<file path="src/hdl/csct_pkg.sv">
`timescale 1ns / 1ps

package csct_pkg;

	localparam int unsigned TABLE_ENTRIES_DEF = 64;

	localparam int unsigned KEY_W   = 48;
	localparam int unsigned COUNT_W = 32;
	localparam int unsigned MODE_W  = 8;
	localparam int unsigned STAT_W  = 3;

	// message type bytes
	localparam logic [MODE_W-1:0] MODE_COUNT = 8'd77;
	localparam logic [MODE_W-1:0] MODE_CLOSE = 8'd67;

	// result status codes
	localparam logic [STAT_W-1:0] STATUS_COUNTED = 3'd0;
	localparam logic [STAT_W-1:0] STATUS_CLOSED  = 3'd1;
	localparam logic [STAT_W-1:0] STATUS_UNKNOWN = 3'd2;
	localparam logic [STAT_W-1:0] STATUS_FULL    = 3'd3;
	localparam logic [STAT_W-1:0] STATUS_IGNORED = 3'd4;

	// word travelling down the chain
	typedef struct packed {
		logic               vld;
		logic               is_m;
		logic               is_c;
		logic               done;
		logic               shift;
		logic [KEY_W-1:0]   key;
		logic [COUNT_W-1:0] cnt;
	} item_t;

	// one table entry held by a cell
	typedef struct packed {
		logic               vld;
		logic [KEY_W-1:0]   key;
		logic [COUNT_W-1:0] cnt;
	} entry_t;

endpackage

</file>
<file path="src/hdl/csct_cell.sv">
`timescale 1ns / 1ps

module csct_cell (
	input  logic             clk,
	input  logic             arst_n,
	input  csct_pkg::item_t  item_in,
	output csct_pkg::item_t  item_out,
	input  csct_pkg::entry_t right_entry,
	output csct_pkg::entry_t entry_out
);
	import csct_pkg::*;

	item_t  item_q;
	item_t  nxt_item;
	entry_t entry_q;
	entry_t nxt_entry;
	logic   key_hit;

	always_comb begin
		nxt_item  = item_in;
		nxt_entry = entry_q;
		key_hit   = entry_q.vld && (entry_q.key == item_in.key);
		if (item_in.vld) begin
			if (item_in.shift) begin
				// entry moves one cell to the left this cycle
				nxt_entry.vld = 1'b0;
			end else if (!item_in.done && item_in.is_m) begin
				if (key_hit) begin
					nxt_entry.cnt = entry_q.cnt + 32'd1;
					nxt_item.cnt  = entry_q.cnt + 32'd1;
					nxt_item.done = 1'b1;
				end else if (!entry_q.vld) begin
					// first empty cell: key is nowhere else, table is packed
					nxt_entry.vld = 1'b1;
					nxt_entry.key = item_in.key;
					nxt_entry.cnt = 32'd1;
					nxt_item.cnt  = 32'd1;
					nxt_item.done = 1'b1;
				end
			end else if (!item_in.done && item_in.is_c && key_hit) begin
				nxt_entry.vld  = 1'b0;
				nxt_item.done  = 1'b1;
				nxt_item.shift = 1'b1;
			end
		end
		// close hole behind the word: take the right neighbour's entry
		if (item_q.vld && item_q.shift) begin
			nxt_entry = right_entry;
		end
	end

	always_ff @(posedge clk or negedge arst_n) begin
		if (!arst_n) begin
			item_q  <= '0;
			entry_q <= '0;
		end else begin
			item_q  <= nxt_item;
			entry_q <= nxt_entry;
		end
	end

	assign item_out  = item_q;
	assign entry_out = entry_q;

endmodule

</file>
<file path="config.mk">
export PLATFORM = sky130hd
export DESIGN_NAME = csct_cell
export DESIGN_NICKNAME = d
export VERILOG_FILES = /design/src/hdl/csct_pkg.sv /design/src/hdl/csct_cell.sv
export SDC_FILE = /design/constraint.sdc
export NUM_CORES = 1
export LEC_CHECK = 0
export BUFFER_PORTS_ARGS = -buffer_cell sky130_fd_sc_hd__buf_2
export CAP_MARGIN = 20
export CORE_MARGIN = 2
export CORE_UTILIZATION = 28
export DETAILED_ROUTE_END_ITERATION = 8
export GPL_TIMING_DRIVEN = 0
export SYNTH_ARGS = -nofsm -noshare
export SYNTH_HDL_FRONTEND = slang
export SYNTH_SLANG_ARGS = --single-unit
</file>
<file path="constraint.sdc">
create_clock -name clk -period 4.2 [get_ports clk]
set_clock_uncertainty 0.1 [all_clocks]
set_input_delay 0.63 -clock clk [delete_from_list [all_inputs] [get_ports clk]]
set_output_delay 0.63 -clock clk [all_outputs]
set_load 0.01 [all_outputs]
</file>
==> results.py <==
metrics = {
    "run_status": {
        "outcome": "finished clean",
    },
    "timing": {
        "max_freq_mhz": 327.1,
        "post-route-worst-setup-slack_ps": 1143,
        "final_hold_viol_count": 0,
        "min_period_ps": 3057,
        "finalSetupTns_ps": 0,
        "rsz0062_at_grt": "false",
        "post-route-period-util": 0.7280,
        "slew_violations": 0,
        "tightest_slew_ps": 822.8,
        "setup_viol": 0,
        "max_slew_margin": 0.4514,
    },
    "layout": {
        "diodes": 0,
        "drive_gt1_frac": 0.3469,
        "fin_nets": 1283,
        "fin_cells": 1468,
        "fillCellCount": 2726,
        "syn_to_final_growth_pct": 35.32,
    },
    "pwr": {
        "sequentialPowerShare": 0.436,
        "power_frac_comb": 0.200,
        "finalPower_mw": 4.426,
        "power_frac_clock": 0.364,
        "vdd_drop_max_mv": 0.1935,
        "leakagePower_nw": 4.968,
        "power.density_nw_per_um2": 423.7,
        "p_sw_frac": 0.3338,
        "p_int_mw": 2.949,
        "p_switching_mw": 1.477,
    },
    "cts": {
        "insertion_delay_ps": 430,
        "cts_buffers": 17,
        "htree_levels": 4,
        "cts_tree": "built",
        "cts_resized": 0,
        "clk_pin_slew_ps": 70,
        "clk_path_buf_depth": 2,
        "cts.sinks": 166,
        "ctsRootBufferMaster": "clkbuf_16",
        "cts_setup_buffers": 0,
        "postCtsHoldBufs": 0,
    },
    "place": {
        "dp_hpwl_um": 22900,
        "port_buffers": 333,
        "dpl_worst_slack_ps": 665.5,
        "gp_congestion": 0.8335,
        "dp_cells": 1436,
    },
    "drt": {
        "drc_errors": 0,
        "totalWireLength_um": 30110,
        "firstDrtPassIters": 6,
        "viasPerCell": 4.927,
        "drtAntennaViolNets": 0,
        "avgRoutedWirePerCell_um": 20.51,
        "drt-initial-drc-count": 506,
        "vias": 7233,
    },
    "logic_synthesis": {
        "synth.distinct_cells": 48,
        "synthCells": 761,
        "synth_nets": 930,
        "syn_area_sq_um": 7720,
        "syn_avg_cell_area_sq_um": 10.14,
        "ys_ff_latch": 166,
        "synth_warnings": 0,
        "ys_seq_area_frac": 0.5381,
    },
    "global_route": {
        "grt_usage": 0.2073,
        "grt_pass1_vias": 7321,
        "grt_max_degree": 91,
        "antenna_found_initial": 1,
        "grt-ovfl-total": 0,
        "grt_pass1_wl_um": 44480,
    },
    "worst_setup_path": {
        "cp_data_required_time_ps": 4360,
        "worst_setup_path_end_kind": "register",
        "path_max_fanout": 10,
        "worst-endpoint-arrival_ps": 3220,
        "worstSetupStartpointType": "register",
        "critical_path_class": "reg -> reg",
    },
    "min_path": {
        "hp-class": "in -> async",
    },
    "floorplan": {
        "fp.coreArea_sq_um": 27030,
        "io_pins": 334,
        "die-height_um": 170.0,
        "die_w_um": 170.0,
        "die_area_sq_um": 28920,
        "start_util": 0.2856,
        "fp-row-count": 60,
    },
    "flow_run": {
        "maxCapViolations": 0,
    },
}
-- routing by layer --
layer / global-route usage / wire length, um
met5: 0 / 8
met4: 0.06243 / 584
met3: 0.05047 / 2217
met2: 0.3438 / 14410
met1: 0.2679 / 12900
-- power by group through the flow --
stage	clock [mW]	sequential [mW]	combinational, mW
6_report	1.61	1.93	0.883
5_1_grt	1.72	1.95	0.976
2_1_floorplan	0	2.02	0.349
3_3_place_gp	0	1.95	0.888
4_1_cts	1.65	1.93	0.900
3_5_place_dp	0	1.96	0.898
-- through the flow --
step                cell area [sq um]  hold WS [ps]  utilization
finish                          10450         79.97       0.3865
global route                    10450         111.1       0.3865
CTS                             10450         98.34       0.3865
detailed placement               9851         473.0       0.3645
global placement                 9813         459.3       0.3631
floorplan                        7720         234.4            -
-- synthesized netlist by cell type, drive strengths merged --
cell     number  share of area
o21ai         2         0.0018
and4          8         0.0091
o211a         3         0.0039
a221o        19          0.025
clkbuf       27          0.013
o22ai        14          0.011
nand2       135          0.066
o2bb2ai      17          0.019
nand3b        2         0.0019
xor2         64          0.073
nor3         14          0.013
inv          17         0.0083
or3           2         0.0016
nor2         62          0.030
nor3b         2         0.0034
and2          3         0.0024
buf          17          0.013
or2           2         0.0019
a2bb2oi      15          0.017
and3         14          0.011
a31o          1         0.0011
a21oi        17          0.011
o41ai         2         0.0023
a211o         3         0.0034
nor2b         5         0.0041
nor4         18          0.017
a32oi         1         0.0011
nand3        18          0.014
o211ai        8         0.0078
ha            1         0.0016
nand4        10         0.0081
dfrtp       166           0.54
xnor2        14          0.016
a31oi        51          0.041
o22a          2         0.0023
o311ai        5         0.0057
-- registers in the layout, indices dropped and copies added (netlist names) --
name,flops
item_out,85
entry_out,81
-- worst paths after layout --
| check | slack (ps) | startpoint | cells after the start | to |
|---|---|---|---|---|
| worst min-delay path | 80 | arst_n | 1 | entry_out[4] |
| max in group asynchronous | 3040 | arst_n | 2 | entry_out[58] |
| worst max-delay path | 1140 | entry_out[80] | 7 | entry_out[72] |
| min in group clk | 230 | item_in[54] | 1 | item_out[54] |
| worst max register to register | 1140 | entry_out[80] | 7 | entry_out[72] |
| worst min register to register | 480 | entry_out[43] | 2 | entry_out[43] |
-- placed cells by master (no fill, tap or decap), types with 4 or more instances in the layout --
cell type / count
a21oi_1: 17
a221o_1: 19
a2bb2oi_1: 15
a31oi_1: 51
and3_1: 14
and4_1: 8
buf_1: 4
buf_2: 339
buf_4: 4
clkbuf_1: 27
clkbuf_16: 17
dfrtp_1: 166
inv_1: 17
inv_8: 5
nand2_1: 134
nand3_1: 16
nand4_1: 10
nor2_1: 62
nor2b_1: 5
nor3_1: 11
nor4_1: 17
o211ai_1: 8
o22ai_1: 14
o2bb2ai_1: 17
o311ai_1: 5
xnor2_1: 14
xor2_1: 64
-- cells by family (layout without fill, tap and decap cells) --
kind of cell | count (synthesis) | in the layout | share of synthesized area
AO/OA/AOI/OAI | 160 | 160 | 0.1540
XOR/XNOR | 78 | 78 | 0.08849
adder cells (fa/ha/maj) | 1 | 1 | 0.001620
buffers and inverters | 61 | 427 | 0.03468
flip-flops | 166 | 166 | 0.5381
AND/OR/NAND/NOR | 295 | 295 | 0.1831
-- layout make-up --
cell class | count | area [sq um] | area share
Inverter | 17 | 63.81 | 0.006108
Buffer | 44 | 203.9 | 0.01952
Clock inverter | 14 | 156.4 | 0.01497
Timing Repair Buffer | 334 | 1704 | 0.1631
Multi-Input combinational cell | 534 | 3298 | 0.3157
Clock buffer | 18 | 439.2 | 0.04204
Tap cell | 341 | 426.7 | 0.04084
Sequential cell | 166 | 4154 | 0.3977
-- critical path, stage by stage (launching register included) --
cell	delay (ps)
dfrtp_1	400
inv_1	70
clkbuf_1	490
nand2_1	250
nand2_1	290
clkbuf_1	540
buf_1	580
a31oi_1	170
No activity file was read; power rests on OpenSTA's default activity.
